===== src/rtl/core/qast_pkg.sv =====
// Shared types and constants for the quad affine step transform core.
// Used by the register block, the lanes and the top level.
`timescale 1ns / 1ps

package qast_pkg;

	localparam int STEP_W      = 16;
	localparam int FACTOR_W    = 18;
	localparam int FACTOR_FRAC = 16;
	// coefficient width once the sine may be negated (-(-2^17) needs one more bit)
	localparam int KW          = FACTOR_W + 1;
	localparam int CFG_DATA_W  = 32;
	localparam int CFG_ADDR_W  = 5;

	typedef enum logic [1:0] {
		ACT_PLACE  = 2'd0,
		ACT_MOVE   = 2'd1,
		ACT_SCALE  = 2'd2,
		ACT_ROTATE = 2'd3
	} act_t;

	typedef logic [2:0] dir_t;

	// move directions; anything else leaves the quad in place
	localparam dir_t DIR_UP    = 3'd0;
	localparam dir_t DIR_DOWN  = 3'd1;
	localparam dir_t DIR_LEFT  = 3'd2;
	localparam dir_t DIR_RIGHT = 3'd3;
	// scale: enlarge code, all others shrink; rotate: ccw code, all others cw
	localparam dir_t DIR_ENLARGE = 3'd0;
	localparam dir_t DIR_CCW     = 3'd0;

	typedef enum logic [2:0] {
		REG_MOVE_STEP  = 3'd0,
		REG_SCALE_UP   = 3'd1,
		REG_SCALE_DOWN = 3'd2,
		REG_ROT_COS    = 3'd3,
		REG_ROT_SIN    = 3'd4
	} reg_idx_t;

	typedef struct packed {
		logic [STEP_W-1:0]          move_step;
		logic [FACTOR_W-1:0]        scale_up;
		logic [FACTOR_W-1:0]        scale_down;
		logic signed [FACTOR_W-1:0] rot_cos;
		logic signed [FACTOR_W-1:0] rot_sin;
	} cfg_t;

	localparam cfg_t CFG_RESET = '{
		move_step:  16'd3277,
		scale_up:   18'd75366,
		scale_down: 18'd56988,
		rot_cos:    18'sd65209,
		rot_sin:    18'sd6543
	};

endpackage


===== src/rtl/core/qast_lane.sv =====
// One coordinate lane: new value of one corner coordinate for place, move,
// scale or rotate, with saturation. Depends on qast_pkg.
`timescale 1ns / 1ps

module qast_lane #(
	parameter int COORD_WIDTH = 24,
	parameter bit IS_Y        = 1'b0,
	parameter bit PLACE_NEG   = 1'b0
) (
	input  qast_pkg::act_t                action,
	input  qast_pkg::dir_t                direction,
	input  logic signed [COORD_WIDTH-1:0] place_center,
	input  logic [COORD_WIDTH-2:0]        place_size,
	input  logic signed [COORD_WIDTH-1:0] own,
	input  logic signed [COORD_WIDTH-1:0] other,
	input  logic signed [COORD_WIDTH-1:0] own_cen,
	input  logic signed [COORD_WIDTH-1:0] other_cen,
	input  qast_pkg::cfg_t                cfg,
	output logic signed [COORD_WIDTH-1:0] value,
	output logic                          clamped
);
	import qast_pkg::*;

	localparam int W  = COORD_WIDTH;
	localparam int PW = W + KW + 2;
	localparam logic signed [PW-1:0] HALF = PW'(1) <<< (FACTOR_FRAC - 1);
	localparam logic signed [PW-1:0] HI   = (PW'(1) <<< (W - 1)) - PW'(1);
	localparam logic signed [PW-1:0] LO   = -HI - PW'(1);

	logic signed [PW-1:0]   center_w, half_w, own_w, own_cen_w, step_w, move_d;
	logic signed [W:0]      d_own, d_oth;
	logic [FACTOR_W-1:0]    factor;
	logic signed [KW-1:0]   k1, k2, sin_w;
	logic                   rotate, s_pos;
	logic signed [W+KW:0]   m1, m2;
	logic signed [PW-1:0]   acc, rnd, raw;

	assign center_w  = PW'(place_center);
	assign half_w    = PW'(place_size >> 1);
	assign own_w     = PW'(own);
	assign own_cen_w = PW'(own_cen);
	assign step_w    = PW'(cfg.move_step);

	always_comb begin
		move_d = '0;
		if (IS_Y) begin
			if (direction == DIR_UP)
				move_d = step_w;
			else if (direction == DIR_DOWN)
				move_d = -step_w;
		end else begin
			if (direction == DIR_RIGHT)
				move_d = step_w;
			else if (direction == DIR_LEFT)
				move_d = -step_w;
		end
	end

	// offsets from the centroid
	assign d_own = (W+1)'(own) - (W+1)'(own_cen);
	assign d_oth = (W+1)'(other) - (W+1)'(other_cen);

	// x' uses -s on the y offset, y' uses +s on the x offset; s = +sin for ccw
	assign rotate = (action == ACT_ROTATE);
	assign factor = (direction == DIR_ENLARGE) ? cfg.scale_up : cfg.scale_down;
	assign sin_w  = KW'(cfg.rot_sin);
	assign s_pos  = ((direction == DIR_CCW) == IS_Y);
	assign k1     = rotate ? KW'(cfg.rot_cos) : $signed(KW'(factor));
	assign k2     = rotate ? (s_pos ? sin_w : -sin_w) : '0;

	assign m1  = d_own * k1;
	assign m2  = d_oth * k2;
	assign acc = PW'(m1) + PW'(m2);
	assign rnd = (acc + HALF) >>> FACTOR_FRAC;

	always_comb begin
		case (action)
			ACT_PLACE: raw = PLACE_NEG ? (center_w - half_w) : (center_w + half_w);
			ACT_MOVE:  raw = own_w + move_d;
			default:   raw = own_cen_w + rnd;
		endcase
	end

	always_comb begin
		clamped = 1'b1;
		if (raw > HI)
			value = HI[W-1:0];
		else if (raw < LO)
			value = LO[W-1:0];
		else begin
			value   = raw[W-1:0];
			clamped = 1'b0;
		end
	end

endmodule


===== config.mk =====
export PLATFORM = sky130hd
export DESIGN_NAME = qast_lane
export DESIGN_NICKNAME = d
export VERILOG_FILES = /design/src/rtl/core/qast_pkg.sv /design/src/rtl/core/qast_lane.sv
export SDC_FILE = /design/constraint.sdc
export NUM_CORES = 2
export LEC_CHECK = 0
export CAP_MARGIN = 20
export CORE_AREA = 8 8 303 379
export DETAILED_ROUTE_END_ITERATION = 8
export DIE_AREA = 0 0 311 387
export DONT_BUFFER_PORTS = 1
export SLEW_MARGIN = 10
export SYNTH_ARGS = -nofsm -noshare
export SYNTH_HDL_FRONTEND = slang
export SYNTH_SLANG_ARGS = --single-unit

===== constraint.sdc =====
create_clock -name vclk -period 34.8
set_clock_uncertainty 0.05 [all_clocks]
set_input_delay 3.48 -clock vclk [all_inputs]
set_output_delay 3.48 -clock vclk [all_outputs]
set_load 0.01 [all_outputs]

==> out/metrics.yaml <==
fmax_mhz: 46.8
synth-compound-area-share_pct: 9.60
seq_cells: 0
period_minus_slack_ns: 21.38
die_h_um: 387
clockBufferCount: 0
numPortBuffers: 0
finalMaxSlewViolations: 0
place.gp.congestion: 0.957
path_max_fanout: 12
final_common_cell: "inv_1"
syn_avg_cell_area_sq_um: 8.44
synth_nets: 6722
fin_nets: 6639
crit_path_start_kind: "input pin"
syn_area_sq_um: 43200
setup_tns_ns: 0
syn_to_final_growth_pct: 4.44
yosys.area_share.adder_pct: 57.9
viasPerCell: 5.27
num_rows: 136
synth_warnings: 0
postSynthCellCount: 5115
core_area_sq_um: 109000
grt_pass1_wl_um: 217000
post_cts_buffers: 0
fin_crit_sh_pct: 61.4
grt-ovfl-total: 0
drc: 0
status: "complete, no violations"
avgRoutedWirePerCell_um: 21.2
crit_arrival_ns: 17.85
hold_ws_ns: 7.23
ctsResizeCount: 0
die_w_um: 311
post-route-util_pct: 41.4
gr-max-usage-layer: "met2"
synth_cell_types: 107
first_global_vias: 37300
first_pass_iters: 6
synth_area_leaders: "fa_1 (49%), inv_1 (9.8%), ha_1 (9.4%)"
seq_area_frac_synth_pct: 0
n_fill_cell: 11100
wirelength_um: 138000
use_met1_pct: 28.0
io-pin-count: 261
grt_antenna_before_repair: 7
initial_core_util_pct: 39.6
regArea_sq_um: 0
synth_mux_area_share_pct: 0.594
drive_gt1_share_pct: 4.12
worst_setup_path_end_kind: "output port"
crit_slowest_cell: "xnor2_1"
tightestPinTransition_ns: 1.23
yosysTopAreaCell: "fa_1"
die_area_sq_um: 120000
mostFrequentLayoutCells: "inv_1 (1128), fa_1 (1046), nand2_1 (614)"
grtUsageMet3_pct: 4.02
relSlewSlack_pct: 18.0
synth_top_family_by_area: "adder cells"
setup_viol: 0
rsz0062_at_grt: "no"
finalHoldViolations: 0
num_vias: 34200
grt_max_degree: 62
drv_cap: 0
criticalPathCategory: "input pin to output port"
synthSimpleGateAreaFrac_pct: 15.8
cts_hold_buf: 0
hpwl_um: 123000
cp.required_ns: 31.27
synth_xor_area_share_pct: 4.30
grt_usage_pct: 22.8
postRouteAntennaNets: 0
first_iter_violations: 1939
cp_slowest_stage_delay_ns: 0.91
hp-class: "input pin to output port"
grt_use_met2_pct: 40.4
synth_top_area_share_pct: 48.5
cp_common_cell: "fa_1"
[layout make-up]
class / instances / area, sq um / area share [%]
multi-input combinational: 3792 / 38200 / 84.7
inverter: 1130 / 4240 / 9.41
antenna: 3 / 7.51 / 0.0167
timing repair buffer: 108 / 815 / 1.81
tap: 1449 / 1810 / 4.02
[critical path, delay by kind of cell]
| kind | cells | cell delay [ns] |
|---|---|---|
| xor+xnor | 2 | 1.08 |
| simple gates | 12 | 2.42 |
| compound gates | 21 | 5.01 |
| buf+inv | 8 | 0.66 |
| fa+ha+maj | 12 | 5.18 |
[final timing paths]
kind,end,startpoint,cells past startpoint
max,value[12],own[0],55
min,value[20],action[0],3
[cell usage after synthesis, types with 5 or more instances]
| cell type | count |
|---|---|
| ha_1 | 325 |
| buf_1 | 13 |
| nor4_1 | 9 |
| o21a_1 | 33 |
| and3_1 | 28 |
| clkbuf_8 | 5 |
| a21oi_1 | 185 |
| o31ai_1 | 7 |
| o21ai_1 | 15 |
| o2111ai_1 | 5 |
| nand2_1 | 615 |
| a211oi_1 | 38 |
| o21bai_1 | 16 |
| o21ai_0 | 110 |
| nand3_1 | 65 |
| nand4_1 | 18 |
| a211o_1 | 5 |
| o21ai_2 | 7 |
| inv_1 | 1128 |
| nor2b_1 | 35 |
| xor2_1 | 85 |
| a41oi_1 | 8 |
| a31oi_1 | 24 |
| buf_2 | 10 |
| nand2b_1 | 41 |
| nor3_1 | 72 |
| and2_1 | 54 |
| mux2i_1 | 23 |
| xnor2_1 | 127 |
| clkbuf_1 | 156 |
| a2111oi_0 | 5 |
| or3_1 | 15 |
| o211ai_1 | 12 |
| o22ai_1 | 8 |
| buf_6 | 5 |
| fa_1 | 1046 |
| nor2_1 | 553 |
| or2_2 | 13 |
| a21oi_2 | 5 |
| a21o_1 | 72 |
| nor3b_2 | 7 |
[cell families (layout without fill, tap and decap cells)]
kind of cell / count (synthesis) / after routing
compound gates: 623 / 623
fa+ha+maj: 1371 / 1371
mux: 25 / 25
other cells: 0 / 3
xor+xnor: 212 / 212
buf+inv: 1323 / 1238
simple gates: 1561 / 1561
[layer usage]
layer / share of wire (%) / vias to the layer above / wire [um]
met4: 4.1 / 2 / 5710
met2: 49 / 1192 / 67700
met1: 39 / 17300 / 54300
met3: 7.1 / 247 / 9800
met5: 0.011 / - / 15
li1: - / 15400 / -
[metrics by stage]
| step | setup slack (ns) | instance area (sq um) | cells |
|---|---|---|---|
| after floorplan | 15.95 | 43200 | 5115 |
| after global placement | 13.37 | 45000 | 6475 |
| after detailed placement | 13.32 | 45100 | 6478 |
| after CTS | 13.28 | 45100 | 6478 |
| after global routing | 12.61 | 45100 | 6480 |
| final | 13.42 | 45100 | 6482 |
Power is left out: the tool's default activity adds up to more than one toggle a clock period on the data nets, which glitch-free logic cannot reach.
