$ cat config.mk
export PLATFORM = sky130hd
export DESIGN_NAME = qast_cfg_regs
export DESIGN_NICKNAME = d
export VERILOG_FILES = /design/src/rtl/core/qast_pkg.sv /design/src/rtl/core/qast_cfg_regs.sv
export SDC_FILE = /design/constraint.sdc
export NUM_CORES = 1
export LEC_CHECK = 0
export ABC_AREA = 1
export ABC_CLOCK_PERIOD_IN_PS = 1850
export BUFFER_PORTS_ARGS = -buffer_cell sky130_fd_sc_hd__buf_2
export CORE_UTILIZATION = 50
export DETAILED_ROUTE_END_ITERATION = 16
export PLACE_DENSITY = 0.81
export SLEW_MARGIN = 20
export SYNTH_ARGS = -nofsm -noshare
export SYNTH_HDL_FRONTEND = slang
export SYNTH_SLANG_ARGS = --single-unit
$ cat constraint.sdc
create_clock -name clk -period 1.85 [get_ports clk]
set_input_delay 0.2775 -clock clk [delete_from_list [all_inputs] [get_ports clk]]
set_output_delay 0.2775 -clock clk [all_outputs]
set_load 0.01 [all_outputs]
$ cat src/rtl/core/qast_pkg.sv
// Shared types and constants for the quad affine step transform core.
// Used by the register block, the lanes and the top level.
`timescale 1ns / 1ps

package qast_pkg;

	localparam int STEP_W      = 16;
	localparam int FACTOR_W    = 18;
	localparam int FACTOR_FRAC = 16;
	// coefficient width once the sine may be negated (-(-2^17) needs one more bit)
	localparam int KW          = FACTOR_W + 1;
	localparam int CFG_DATA_W  = 32;
	localparam int CFG_ADDR_W  = 5;

	typedef enum logic [1:0] {
		ACT_PLACE  = 2'd0,
		ACT_MOVE   = 2'd1,
		ACT_SCALE  = 2'd2,
		ACT_ROTATE = 2'd3
	} act_t;

	typedef logic [2:0] dir_t;

	// move directions; anything else leaves the quad in place
	localparam dir_t DIR_UP    = 3'd0;
	localparam dir_t DIR_DOWN  = 3'd1;
	localparam dir_t DIR_LEFT  = 3'd2;
	localparam dir_t DIR_RIGHT = 3'd3;
	// scale: enlarge code, all others shrink; rotate: ccw code, all others cw
	localparam dir_t DIR_ENLARGE = 3'd0;
	localparam dir_t DIR_CCW     = 3'd0;

	typedef enum logic [2:0] {
		REG_MOVE_STEP  = 3'd0,
		REG_SCALE_UP   = 3'd1,
		REG_SCALE_DOWN = 3'd2,
		REG_ROT_COS    = 3'd3,
		REG_ROT_SIN    = 3'd4
	} reg_idx_t;

	typedef struct packed {
		logic [STEP_W-1:0]          move_step;
		logic [FACTOR_W-1:0]        scale_up;
		logic [FACTOR_W-1:0]        scale_down;
		logic signed [FACTOR_W-1:0] rot_cos;
		logic signed [FACTOR_W-1:0] rot_sin;
	} cfg_t;

	localparam cfg_t CFG_RESET = '{
		move_step:  16'd3277,
		scale_up:   18'd75366,
		scale_down: 18'd56988,
		rot_cos:    18'sd65209,
		rot_sin:    18'sd6543
	};

endpackage

$ cat src/rtl/core/qast_cfg_regs.sv
// APB-style configuration registers: move step, scale factors, rotation cos/sin.
// Depends on qast_pkg.
`timescale 1ns / 1ps

module qast_cfg_regs (
	input  logic                            clk,
	input  logic                            arst_n,
	input  logic                            psel,
	input  logic                            penable,
	input  logic                            pwrite,
	input  logic [qast_pkg::CFG_ADDR_W-1:0] paddr,
	input  logic [qast_pkg::CFG_DATA_W-1:0] pwdata,
	output logic [qast_pkg::CFG_DATA_W-1:0] prdata,
	output qast_pkg::cfg_t                  cfg
);
	import qast_pkg::*;

	cfg_t     cfg_q;
	reg_idx_t idx;
	logic     wr_en;

	assign idx   = reg_idx_t'(paddr[CFG_ADDR_W-1:2]);
	assign wr_en = psel & penable & pwrite;
	assign cfg   = cfg_q;

	always_ff @(posedge clk or negedge arst_n) begin
		if (!arst_n) begin
			cfg_q <= CFG_RESET;
		end else if (wr_en) begin
			case (idx)
				REG_MOVE_STEP:  cfg_q.move_step  <= pwdata[STEP_W-1:0];
				REG_SCALE_UP:   cfg_q.scale_up   <= pwdata[FACTOR_W-1:0];
				REG_SCALE_DOWN: cfg_q.scale_down <= pwdata[FACTOR_W-1:0];
				REG_ROT_COS:    cfg_q.rot_cos    <= $signed(pwdata[FACTOR_W-1:0]);
				REG_ROT_SIN:    cfg_q.rot_sin    <= $signed(pwdata[FACTOR_W-1:0]);
				default: ;
			endcase
		end
	end

	always_comb begin
		case (idx)
			REG_MOVE_STEP:  prdata = {{(CFG_DATA_W-STEP_W){1'b0}}, cfg_q.move_step};
			REG_SCALE_UP:   prdata = {{(CFG_DATA_W-FACTOR_W){1'b0}}, cfg_q.scale_up};
			REG_SCALE_DOWN: prdata = {{(CFG_DATA_W-FACTOR_W){1'b0}}, cfg_q.scale_down};
			REG_ROT_COS:    prdata = {{(CFG_DATA_W-FACTOR_W){cfg_q.rot_cos[FACTOR_W-1]}},
				cfg_q.rot_cos};
			REG_ROT_SIN:    prdata = {{(CFG_DATA_W-FACTOR_W){cfg_q.rot_sin[FACTOR_W-1]}},
				cfg_q.rot_sin};
			default:        prdata = '0;
		endcase
	end

endmodule

==> metrics.txt, run 1 <==
# TYPE chip_impl_metric gauge
chip_impl_info{name="netlist.top_cell.by_area",value="dfstp_2"} 1
chip_impl_metric{name="clk_path_buf_depth",unit=""} 2
chip_impl_metric{name="finalHoldViolations",unit=""} 0
chip_impl_metric{name="mapped_avg_cell_area",unit="um2"} 8.46
chip_impl_metric{name="synth_async_sr_flop_share",unit=""} 1.00
chip_impl_metric{name="drtPass1Iterations",unit=""} 4
chip_impl_metric{name="dr_total_vias",unit=""} 4101
chip_impl_metric{name="final_cell_area",unit="mm2"} 0.00539
chip_impl_metric{name="slew_headroom",unit=""} 0.715
chip_impl_metric{name="core",unit="mm2"} 0.00868
chip_impl_metric{name="maximum_number_of_pins_on_one_net_before_global_route_repair",unit=""} 40
chip_impl_metric{name="clock_transition_time_at_the_flip_flop_clock_pins_of_the_worst_setup_and_hold_paths",unit="ns"} 0.09
chip_impl_metric{name="grt_first_pass_wirelength",unit="mm"} 18.2
chip_impl_info{name="crit_path_start_kind",value="input pin"} 1
chip_impl_info{name="grt_setup_unrepaired",value="false"} 1
chip_impl_info{name="path_class",value="input pin to output pin"} 1
chip_impl_metric{name="port_buffers",unit=""} 145
chip_impl_info{name="critical_path.top_delay_family",value="buffers and inverters"} 1
chip_impl_metric{name="die_area",unit="mm2"} 0.00933
chip_impl_metric{name="drt_iter0_drc",unit=""} 231
chip_impl_info{name="synth_top_cells_by_count",value="144 x nand2_1, 54 x o21ai_1, 50 x inv_1, 45 x dfstp_2, 43 x dfrtp_1"} 1
chip_impl_metric{name="yosys_register_bits",unit=""} 88
chip_impl_info{name="post-synth-top-count-cell",value="nand2_1"} 1
chip_impl_info{name="result_of_the_run",value="completed"} 1
chip_impl_metric{name="worst_clock_skew",unit="ns"} 0
chip_impl_metric{name="finalNetCount",unit=""} 700
chip_impl_metric{name="synth_enable_flop_cells",unit=""} 0
chip_impl_info{name="critPathMostFrequentCell",value="buf_2"} 1
chip_impl_metric{name="vdd_ir_drop_max",unit="uV"} 618
chip_impl_metric{name="post_drt_via_cell_ratio",unit=""} 5.32
chip_impl_metric{name="timing.final.crit_period",unit="ns"} 1.70
chip_impl_metric{name="number_of_instances_in_the_synthesized_netlist",unit=""} 529
chip_impl_metric{name="cp_slowest_stage_delay",unit="ns"} 0.33
chip_impl_metric{name="antenna_cells_inserted",unit=""} 0
chip_impl_metric{name="clock_sinks",unit=""} 88
chip_impl_metric{name="grt_use_met2",unit=""} 0.425
chip_impl_metric{name="drc_errors",unit=""} 0
chip_impl_info{name="path_cells",value="buf_2, nand3_4, o21ai_0, inv_1, nand2_1, buf_2"} 1
chip_impl_metric{name="p_leak",unit="nW"} 2.92
chip_impl_metric{name="finalSetupTns",unit="ns"} 0
chip_impl_info{name="timing.critical_path.to_type",value="output pin"} 1
chip_impl_metric{name="postPlaceCellArea",unit="mm2"} 0.00517
chip_impl_metric{name="setup_violations",unit=""} 0
chip_impl_metric{name="synth_seq_area_share",unit=""} 0.505
chip_impl_info{name="crit_path_start",value="paddr[3]"} 1
chip_impl_metric{name="dp.final_hpwl",unit="mm"} 8.24
chip_impl_metric{name="period_share",unit=""} 0.917
chip_impl_metric{name="area_delta_synth_final",unit="%"} 20.5
chip_impl_metric{name="largest_register_ffs",unit=""} 88
chip_impl_metric{name="cts_made_buffers",unit=""} 9
chip_impl_metric{name="critical_path_arrival",unit="ns"} 1.42
chip_impl_metric{name="overflow",unit=""} 0
chip_impl_metric{name="cts.htree.levels",unit=""} 3
chip_impl_metric{name="netlist.area_leader.share",unit=""} 0.264
chip_impl_metric{name="routabilityCongestion",unit=""} 0.804
chip_impl_metric{name="grtUsageMet1",unit=""} 0.334
chip_impl_info{name="crit_slowest_cell",value="nand3_4"} 1
chip_impl_metric{name="globalRouteMet3Util",unit=""} 0.0376
chip_impl_metric{name="finalCoreUtilization",unit=""} 0.621
chip_impl_metric{name="std_cell_rows",unit=""} 34
chip_impl_metric{name="syn-num-nets",unit=""} 571
chip_impl_metric{name="initial_antenna_violation_count",unit=""} 0
chip_impl_info{name="ys_top_cells_by_area",value="dfstp_2 26%, dfrtp_1 24%, nand2_1 12%"} 1
chip_impl_metric{name="final_layout_size_suffix_gt1_frac",unit=""} 0.385
chip_impl_metric{name="die_extent_in_x",unit="um"} 96.6
chip_impl_metric{name="tightest_slew",unit="ns"} 0.428
chip_impl_metric{name="worst_skew_pair.late_latency",unit="ns"} 0.34
chip_impl_metric{name="die_h",unit="um"} 96.6
chip_impl_metric{name="synth_cell_types",unit=""} 19
chip_impl_info{name="peak_usage_layer_in_the_global_routing_report",value="met2"} 1
chip_impl_metric{name="timing.critical_path.fanout_max",unit=""} 19
chip_impl_info{name="clockRootBuffer",value="clkbuf_8"} 1
chip_impl_metric{name="design.portCount",unit=""} 162
chip_impl_metric{name="via_count_of_the_first_global_routing_pass",unit=""} 3813
chip_impl_metric{name="post_synth_instance_area",unit="mm2"} 0.00447
chip_impl_metric{name="data_required_time_at_the_worst_endpoint",unit="ns"} 1.57
chip_impl_metric{name="ys.warnings.count",unit=""} 0
chip_impl_metric{name="drt-total-wl",unit="mm"} 11.6
chip_impl_info{name="timing.hold.worst.start",value="pwdata[15]"} 1
chip_impl_metric{name="postRouteAntennaNets",unit=""} 0
chip_impl_info{name="tritoncts",value="done"} 1
chip_impl_metric{name="cp.buffers_inverters",unit=""} 3
chip_impl_info{name="crit-reg2reg-launch",value="cfg[23]"} 1
chip_impl_info{name="synth_ff_type",value="dfstp_2"} 1
chip_impl_metric{name="overall_fraction_of_global_route_tracks_in_use",unit=""} 0.258
chip_impl_info{name="hold_class",value="input pin to register"} 1
chip_impl_metric{name="initial_utilization",unit=""} 0.515
chip_impl_metric{name="fmax",unit="MHz"} 590
chip_impl_metric{name="route.detailed.wl_per_inst",unit="um"} 15.1
chip_impl_metric{name="power_per_cell_area",unit="mW/mm2"} 1010
chip_impl_metric{name="finalMaxSlewViolations",unit=""} 0
chip_impl_metric{name="drv.max_cap_violation_count",unit=""} 0
chip_impl_metric{name="post-cts-setup-buffer-count",unit=""} 0
## area by class of cell
cell class | instances | area [um2]
Fill cell | 760 | 3290
Clock inverter | 1 | 7.51
Multi-Input combinational cell | 341 | 1700
Clock buffer | 15 | 196
Timing Repair Buffer | 162 | 883
Sequential cell | 88 | 2260
Inverter | 56 | 210
Tap cell | 108 | 135
## placed cells by master (no fill, tap or decap)
cell type      Yosys  final
nor2_1            27     27
nand3_2            4      3
nand3_4            2      3
clkinvlp_4         0      1
dfstp_2           45     45
buf_12             0      2
nand4_1           27     27
nor2_8             3      3
buf_2             12    144
dfrtp_1           43     43
clkbuf_8           0     14
nand3_1           34     34
clkbuf_1           4      1
inv_1             50     50
inv_2              6      6
nand2_2            0      1
nand2_4            2      2
o21ai_2           16     16
dlygate4sd3_1      0      1
nand2_1          144    143
o21ai_1           54     54
o21ai_0           28     28
buf_4             20     15
## metal layers
layer,wire length [um],vias up,part of all wire
li1,-,1970,-
met1,4790,1956,0.41
met2,5930,157,0.51
met3,693,18,0.060
met4,233,0,0.020
met5,0,-,0
## where the power goes
group	total [mW]	internal [mW]	leakage (nW)	switching (mW)
sequential	2.72	2.43	1.02	0.287
combinational	1.41	0.576	1.79	0.834
clock	1.32	0.675	0.102	0.647
total	5.45	3.68	2.92	1.77
## per-stage QoR
stage	setup WS [ns]	hold WS (ns)	power [mW]	instances
CTS	0.0757	0.119	5.48	771
global route	0.0320	0.132	5.77	771
detailed placement	0.0781	0.229	4.16	754
global placement	0.0719	0.225	4.10	754
finish	0.154	0.131	5.45	771
floorplan	0.218	-0.0181	3.50	529
## cell families (layout without fill, tap and decap cells)
family	after synthesis	count (layout)	synth area share
compound gates	98	98	0.123
buf+inv	100	234	0.117
flops	88	88	0.505
simple gates	243	243	0.255
## worst register-to-register path: cells and delay by family, from the launching register on
kind,cells,cell delay (ns)
flip-flops,1,0.54
AO/OA/AOI/OAI,1,0.18
buffers and inverters,1,0.05
## repair_timing
| action | CTS | global route |
|---|---|---|
| hold buffers | 1 | 0 |
| resized for setup | 0 | 2 |
| hold endpoints to repair | 15 | 0 |
| endpoints found under the setup margin | 0 | 15 |
## path summary, 6_finish.rpt
| path | endpoint | slack (ns) | cells after the start |
|---|---|---|---|
| min in group asynchronous | cfg[13] | 0.41 | 2 |
| max in group asynchronous | cfg[79] | 0.77 | 3 |
| worst max-delay path | prdata[5] | 0.15 | 6 |
| worst min register to register | cfg[48] | 0.48 | 2 |
| worst max register to register | cfg[23] | 1.01 | 2 |
| worst min-delay path | cfg[33] | 0.13 | 3 |
(Power assumes the default switching activity.)
==> run 2, diff against run 1 <==
--- a/config.mk
+++ b/config.mk
@@ -6,7 +6,7 @@
 export NUM_CORES = 1
 export LEC_CHECK = 0
 export ABC_AREA = 1
-export ABC_CLOCK_PERIOD_IN_PS = 1850
+export ABC_CLOCK_PERIOD_IN_PS = 1600
 export BUFFER_PORTS_ARGS = -buffer_cell sky130_fd_sc_hd__buf_2
 export CORE_UTILIZATION = 50
 export DETAILED_ROUTE_END_ITERATION = 16
==> constraint.sdc (replaced) <==
create_clock -name clk -period 1.6 [get_ports clk]
set_input_delay 0.24 -clock clk [delete_from_list [all_inputs] [get_ports clk]]
set_output_delay 0.24 -clock clk [all_outputs]
set_load 0.01 [all_outputs]
==> run 2 against run 1 <==
Clock power up 8%; final cell count grew 1.7%; non-clock buffer count up 13; core utilization grew 0.91 points; count of clock-buffer cells in the layout down 2; via count is 1.5% higher; total power rose by 15%; final area is 1.5% higher; global-route usage is 0.23 points higher; sequential power increased by 15%; highest routed layer unchanged.
==> metrics.txt, run 2 (synthesized netlist as in run 1, its figures left out) <==
# TYPE chip_impl_metric gauge
chip_impl_metric{name="vdd_ir_drop_max",unit="uV"} 614
chip_impl_metric{name="die_h",unit="um"} 96.6
chip_impl_info{name="timing.hold.worst_endpoint",value="cfg[25]"} 1
chip_impl_metric{name="finalHoldViolations",unit=""} 0
chip_impl_metric{name="dr_total_vias",unit=""} 4163
chip_impl_info{name="grt_setup_unrepaired",value="true"} 1
chip_impl_info{name="timing.hold.worst.start",value="pwdata[7]"} 1
chip_impl_metric{name="slew_headroom",unit=""} 0.719
chip_impl_metric{name="overall_fraction_of_global_route_tracks_in_use",unit=""} 0.260
chip_impl_metric{name="worst_clock_skew",unit="ns"} 0
chip_impl_metric{name="drv.max_cap_violation_count",unit=""} 0
chip_impl_metric{name="overflow",unit=""} 0
chip_impl_metric{name="drtPass1Iterations",unit=""} 5
chip_impl_info{name="crit-reg2reg-launch",value="cfg[43]"} 1
chip_impl_info{name="critPathMostFrequentCell",value="nand2_1"} 1
chip_impl_info{name="layout.cells.most_common_list",value="143 x nand2_1, 143 x buf_2, 60 x o21ai_1"} 1
chip_impl_metric{name="clock_sinks",unit=""} 88
chip_impl_metric{name="finalNetCount",unit=""} 713
chip_impl_metric{name="port_buffers",unit=""} 145
chip_impl_metric{name="timing.critical_path.fanout_max",unit=""} 3
chip_impl_metric{name="clock_power_share",unit=""} 0.226
chip_impl_info{name="hold_class",value="input pin to register"} 1
chip_impl_metric{name="final_critical_path_setup_slack",unit="ns"} 0.0309
chip_impl_metric{name="dpl_worst_slack",unit="ns"} -0.0381
chip_impl_metric{name="initial_antenna_violation_count",unit=""} 0
chip_impl_metric{name="drt-total-wl",unit="mm"} 12.0
chip_impl_info{name="timing.critical_path.to_type",value="output pin"} 1
chip_impl_metric{name="internal_power",unit="mW"} 4.17
chip_impl_metric{name="cts_made_buffers",unit=""} 9
chip_impl_metric{name="post_drt_via_cell_ratio",unit=""} 5.31
chip_impl_metric{name="clock_transition_time_at_the_flip_flop_clock_pins_of_the_worst_setup_and_hold_paths",unit="ns"} 0.09
chip_impl_metric{name="design.portCount",unit=""} 162
chip_impl_metric{name="timing.hold.worst_path_depth",unit=""} 3
chip_impl_metric{name="power.combinational.fraction",unit=""} 0.273
chip_impl_info{name="result_of_the_run",value="completed"} 1
chip_impl_metric{name="worst_skew_pair.late_latency",unit="ns"} 0.35
chip_impl_metric{name="fmax",unit="MHz"} 637
chip_impl_info{name="crit_slowest_cell",value="dfstp_2"} 1
chip_impl_info{name="path_cells",value="nand4_1, nand2_1, nor2_1, nand2_1, buf_2"} 1
chip_impl_metric{name="dp.final_hpwl",unit="mm"} 8.39
chip_impl_metric{name="worst-r2r-setup-slack",unit="ns"} 0.71
chip_impl_metric{name="area_delta_synth_final",unit="%"} 22.3
chip_impl_metric{name="reg2reg_depth",unit=""} 3
chip_impl_metric{name="timing.final.crit_period",unit="ns"} 1.57
chip_impl_metric{name="maximum_number_of_pins_on_one_net_before_global_route_repair",unit=""} 39
chip_impl_metric{name="p_leak",unit="nW"} 2.97
chip_impl_metric{name="antenna_cells_inserted",unit=""} 0
chip_impl_metric{name="cp_slowest_stage_delay",unit="ns"} 0.56
chip_impl_info{name="tritoncts",value="done"} 1
chip_impl_metric{name="std_cell_rows",unit=""} 34
chip_impl_metric{name="power.share.switching",unit=""} 0.335
chip_impl_metric{name="drt_iter0_drc",unit=""} 276
chip_impl_metric{name="critical_path_arrival",unit="ns"} 1.33
chip_impl_metric{name="routabilityCongestion",unit=""} 0.807
chip_impl_metric{name="finalCoreUtilization",unit=""} 0.630
chip_impl_metric{name="via_count_of_the_first_global_routing_pass",unit=""} 3682
chip_impl_metric{name="final_layout_size_suffix_gt1_frac",unit=""} 0.402
chip_impl_metric{name="die_extent_in_x",unit="um"} 96.6
chip_impl_metric{name="postRouteAntennaNets",unit=""} 0
chip_impl_metric{name="final_cell_count_no_fill",unit=""} 784
chip_impl_metric{name="p_total",unit="mW"} 6.28
chip_impl_info{name="critical_path.top_delay_family",value="flip-flops"} 1
chip_impl_metric{name="netSwitchingPower",unit="mW"} 2.11
chip_impl_metric{name="route.detailed.wl_per_inst",unit="um"} 15.3
chip_impl_info{name="clockRootBuffer",value="clkbuf_8"} 1
chip_impl_metric{name="share_seq_of_total_power",unit=""} 0.501
chip_impl_metric{name="core",unit="mm2"} 0.00868
chip_impl_metric{name="die_area",unit="mm2"} 0.00933
chip_impl_metric{name="period_share",unit=""} 0.981
chip_impl_metric{name="finalMaxSlewViolations",unit=""} 0
chip_impl_metric{name="clk_path_buf_depth",unit=""} 2
chip_impl_metric{name="drc_errors",unit=""} 0
chip_impl_metric{name="cts.htree.levels",unit=""} 3
chip_impl_metric{name="initial_utilization",unit=""} 0.515
chip_impl_metric{name="setup_violations",unit=""} 0
chip_impl_info{name="crit_path_start_kind",value="register"} 1
chip_impl_metric{name="placed_cell_count",unit=""} 759
chip_impl_metric{name="cp.buffers_inverters",unit=""} 1
chip_impl_metric{name="data_required_time_at_the_worst_endpoint",unit="ns"} 1.36
chip_impl_metric{name="largest_register_ffs",unit=""} 88
chip_impl_metric{name="grt_first_pass_wirelength",unit="mm"} 18.2
chip_impl_info{name="path_class",value="register to output pin"} 1
chip_impl_info{name="rr_endpoint",value="cfg[43]"} 1
chip_impl_metric{name="tightest_slew",unit="ns"} 0.422
chip_impl_metric{name="power_per_cell_area",unit="mW/mm2"} 1150
-- run 2: cell count changes in the layout (fill, tap and decap cells not counted), sizes merged --
cell / change
clkinvlp: -1
buf: +12
clkbuf: -1
clkinv: +2
inv: +1
-- run 2: power groups by stage --
stage               clock network [mW]  registers, mW  logic [mW]
floorplan                            0           3.34       0.706
global placement                     0           3.15        1.60
detailed placement                   0           3.17        1.65
CTS                               1.44           3.14        1.66
global route                      1.54           3.20        1.91
finish                            1.42           3.14        1.71
-- run 2: worst reg2reg max path: stages, from the launching register on --
cell	delay, ns
dfstp_2	0.54
buf_4	0.10
nand2_1	0.05
o21ai_1	0.12
-- run 2: per-layer routing --
layer / wire length [um] / track usage / part of all wire
met5: 0 / 0 / 0
met4: 185 / 0.0931 / 0.015
met3: 830 / 0.0516 / 0.069
met2: 5850 / 0.414 / 0.49
met1: 5120 / 0.353 / 0.43
-- run 2: layout make-up --
| type | instances | area [um2] |
|---|---|---|
| Sequential cell | 88 | 2260 |
| Clock inverter | 3 | 16.3 |
| Tap cell | 108 | 135 |
| Timing Repair Buffer | 175 | 975 |
| Multi-Input combinational cell | 341 | 1720 |
| Fill cell | 739 | 3210 |
| Clock buffer | 13 | 159 |
| Inverter | 56 | 210 |
-- run 2: worst max path at each step --
stage	slack [ns]	endpoint	startpoint	cells past startpoint
6_report	0.03	prdata[3]	cfg[39]	5
5_1_grt	-0.04	prdata[11]	cfg[47]	5
4_1_cts	0.0009	prdata[27]	cfg[35]	3
3_5_place_dp	-0.04	cfg[19]	paddr[4]	5
3_3_place_gp	0.009	prdata[3]	paddr[4]	7
2_1_floorplan	0.04	prdata[19]	paddr[4]	5
-- run 2: stage by stage --
step | hold WS, ns | area [um2] | TNS [ns]
2_1_floorplan | -0.0556 | 4470 | 0
3_3_place_gp | 0.176 | 5190 | 0
3_5_place_dp | 0.182 | 5190 | -0.316
4_1_cts | 0.0776 | 5380 | 0
5_1_grt | 0.0811 | 5470 | -0.162
6_report | 0.0919 | 5470 | 0
-- run 2: repair_timing --
action / CTS / global route
endpoints found under the hold margin: 12 / 0
cloned: 0 / 0
setup endpoints to repair: 10 / 29
pin swaps: 1 / 7
hold buffers: 1 / 0
resized for setup: 0 / 16
setup buffers: 1 / 7
==> run 3, diff against run 2 <==
--- a/config.mk
+++ b/config.mk
@@ -11,6 +11,7 @@
 export CORE_UTILIZATION = 50
 export DETAILED_ROUTE_END_ITERATION = 16
 export PLACE_DENSITY = 0.81
+export REMOVE_ABC_BUFFERS = 1
 export SLEW_MARGIN = 20
 export SYNTH_ARGS = -nofsm -noshare
 export SYNTH_HDL_FRONTEND = slang
==> run 3 against run 2 <==
Maximum frequency rose by 0.99%; final cell count rose by 0.26%; register-to-register slack improved by 0.03 ns; core utilization rose by 1.9 points; wire length rose by 2.1%; total power rose by 9.0%; worst hold slack got worse by 0.0096 ns; clock power rose by 37%; critical endpoint is now prdata[8]; largest cell class unchanged.
==> metrics.txt, run 3 (synthesized netlist as in run 1, its figures left out) <==
# TYPE chip_impl_metric gauge
chip_impl_metric{name="tightest_slew",unit="ns"} 0.417
chip_impl_metric{name="fmax",unit="MHz"} 644
chip_impl_metric{name="cts_made_buffers",unit=""} 9
chip_impl_metric{name="area_delta_synth_final",unit="%"} 26.0
chip_impl_metric{name="antenna_cells_inserted",unit=""} 0
chip_impl_metric{name="maximum_number_of_pins_on_one_net_before_global_route_repair",unit=""} 50
chip_impl_metric{name="clk_path_buf_depth",unit=""} 2
chip_impl_metric{name="dp.final_hpwl",unit="mm"} 8.41
chip_impl_metric{name="data_required_time_at_the_worst_endpoint",unit="ns"} 1.36
chip_impl_metric{name="initial_antenna_violation_count",unit=""} 0
chip_impl_metric{name="drtPass1Iterations",unit=""} 5
chip_impl_metric{name="timing.final.crit_period",unit="ns"} 1.55
chip_impl_metric{name="die_h",unit="um"} 96.6
chip_impl_metric{name="design.portCount",unit=""} 162
chip_impl_metric{name="dr_total_vias",unit=""} 4211
chip_impl_metric{name="critical_path_arrival",unit="ns"} 1.31
chip_impl_metric{name="routabilityCongestion",unit=""} 0.813
chip_impl_info{name="timing.critical_path.to_type",value="output pin"} 1
chip_impl_metric{name="std_cell_rows",unit=""} 34
chip_impl_metric{name="clock_transition_time_at_the_flip_flop_clock_pins_of_the_worst_setup_and_hold_paths",unit="ns"} 0.09
chip_impl_metric{name="finalCoreUtilization",unit=""} 0.649
chip_impl_metric{name="multi_input_area",unit="mm2"} 0.00172
chip_impl_metric{name="final_layout_size_suffix_gt1_frac",unit=""} 0.407
chip_impl_metric{name="core",unit="mm2"} 0.00868
chip_impl_metric{name="die_extent_in_x",unit="um"} 96.6
chip_impl_metric{name="drv.max_cap_violation_count",unit=""} 0
chip_impl_metric{name="p_total",unit="mW"} 6.85
chip_impl_metric{name="fill_cells",unit=""} 737
chip_impl_metric{name="reg2reg_depth",unit=""} 3
chip_impl_metric{name="finalHoldViolations",unit=""} 0
chip_impl_metric{name="drc_errors",unit=""} 0
chip_impl_info{name="final_common_cell",value="nand2_1"} 1
chip_impl_metric{name="overall_fraction_of_global_route_tracks_in_use",unit=""} 0.272
chip_impl_metric{name="final_cell_count_no_fill",unit=""} 786
chip_impl_metric{name="timing.critical_path.fanout_max",unit=""} 2
chip_impl_metric{name="placed_cell_count",unit=""} 758
chip_impl_metric{name="clock_sinks",unit=""} 88
chip_impl_info{name="timing.critical_path.to",value="prdata[8]"} 1
chip_impl_metric{name="largest_register_ffs",unit=""} 88
chip_impl_metric{name="route.detailed.wl_per_inst",unit="um"} 15.6
chip_impl_metric{name="p_leak",unit="nW"} 3.04
chip_impl_metric{name="vdd_ir_drop_max",unit="uV"} 792
chip_impl_metric{name="drt-total-wl",unit="mm"} 12.2
chip_impl_metric{name="die_area",unit="mm2"} 0.00933
chip_impl_info{name="path_class",value="register to output pin"} 1
chip_impl_metric{name="finalMaxSlewViolations",unit=""} 0
chip_impl_info{name="crit_path_start",value="cfg[8]"} 1
chip_impl_metric{name="post_drt_via_cell_ratio",unit=""} 5.36
chip_impl_info{name="layout.cells.most_common_list",value="143 x nand2_1, 141 x buf_2, 62 x o21ai_1"} 1
chip_impl_info{name="rr_endpoint",value="cfg[64]"} 1
chip_impl_metric{name="port_buffers",unit=""} 145
chip_impl_metric{name="initial_utilization",unit=""} 0.515
chip_impl_metric{name="final_critical_path_setup_slack",unit="ns"} 0.0463
chip_impl_info{name="crit-reg2reg-launch",value="cfg[64]"} 1
chip_impl_metric{name="cts.htree.levels",unit=""} 3
chip_impl_info{name="clockRootBuffer",value="clkbuf_8"} 1
chip_impl_metric{name="postRouteAntennaNets",unit=""} 0
chip_impl_metric{name="finalNetCount",unit=""} 715
chip_impl_info{name="tritoncts",value="done"} 1
chip_impl_metric{name="period_share",unit=""} 0.971
chip_impl_metric{name="worst_clock_skew",unit="ns"} 0
chip_impl_metric{name="worst-r2r-setup-slack",unit="ns"} 0.74
chip_impl_metric{name="via_count_of_the_first_global_routing_pass",unit=""} 3840
chip_impl_metric{name="overflow",unit=""} 0
chip_impl_metric{name="sequential_cell_area",unit="mm2"} 0.00226
chip_impl_metric{name="setup_violations",unit=""} 0
chip_impl_info{name="result_of_the_run",value="completed"} 1
chip_impl_info{name="grt_setup_unrepaired",value="true"} 1
chip_impl_metric{name="slew_headroom",unit=""} 0.722
chip_impl_metric{name="grt_first_pass_wirelength",unit="mm"} 18.9
chip_impl_metric{name="dpl_worst_slack",unit="ns"} -0.0766
chip_impl_metric{name="worst_skew_pair.late_latency",unit="ns"} 0.35
chip_impl_metric{name="power_per_cell_area",unit="mW/mm2"} 1220
chip_impl_metric{name="drt_iter0_drc",unit=""} 288
chip_impl_info{name="hold_class",value="input pin to register"} 1
chip_impl_info{name="crit_path_start_kind",value="register"} 1
==> run 3: changes by cell type in the layout (fill, tap and decap cells not counted), moves of 2 or more <==
cell / delta
clkinv_2: -2
o21ai_1: +2
clkbuf_1: -2
bufinv_16: +3
buf_12: +4
buf_2: -2
==> run 3: how the worst min path moves through the flow <==
stage                    start      end  slack (ns)  cells after the start
finish              pwdata[15]  cfg[33]        0.08                      3
global route        pwdata[15]  cfg[33]        0.09                      3
CTS                 pwdata[15]  cfg[33]        0.07                      3
detailed placement      arst_n  cfg[14]        0.24                      2
global placement        arst_n  cfg[14]        0.23                      2
floorplan               arst_n  cfg[10]       -0.06                      0
==> run 3: critical path, cell delays in order (launching register included) <==
cell	delay, ns
dfstp_2	0.55
nand3_2	0.07
o21ai_1	0.10
inv_1	0.06
nand2_1	0.06
buf_2	0.12
==> run 3: what timing repair did <==
action	CTS	global route
endpoints found under the setup margin	24	29
pin swaps	0	17
hold endpoints to repair	43	0
buffers inserted	1	10
resized for setup	2	20
hold buffers	1	0
==> run 3: report_power, final <==
part	internal, mW	switching, mW	total (mW)
sequential	2.81	0.326	3.14
combinational	0.744	1.01	1.76
clock	1.17	0.786	1.95
==> run 3: per-layer routing <==
layer  vias up  global-route usage  part of all wire
met5         -                   0                 0
met4         0               0.107             0.020
met3        25              0.0485             0.080
met2       200               0.452              0.49
met1      1989               0.354              0.41
li1       1997                   -                 -
==> run 3: cell type report <==
class,count,area share
clock buffer,12,0.0293
timing repair buffer,177,0.186
inverter,56,0.0377
sequential,88,0.401
clock inverter,4,0.0175
tap,108,0.0240
multi-input combinational,341,0.305
==> run 3: through the flow <==
stage,TNS [ns],area (um2),hold slack (ns)
floorplan,-5.59,4160,-0.0556
global placement,-0.0532,5230,0.229
detailed placement,-0.347,5230,0.236
CTS,0,5520,0.0721
global route,-0.0781,5640,0.0944
finish,0,5640,0.0823
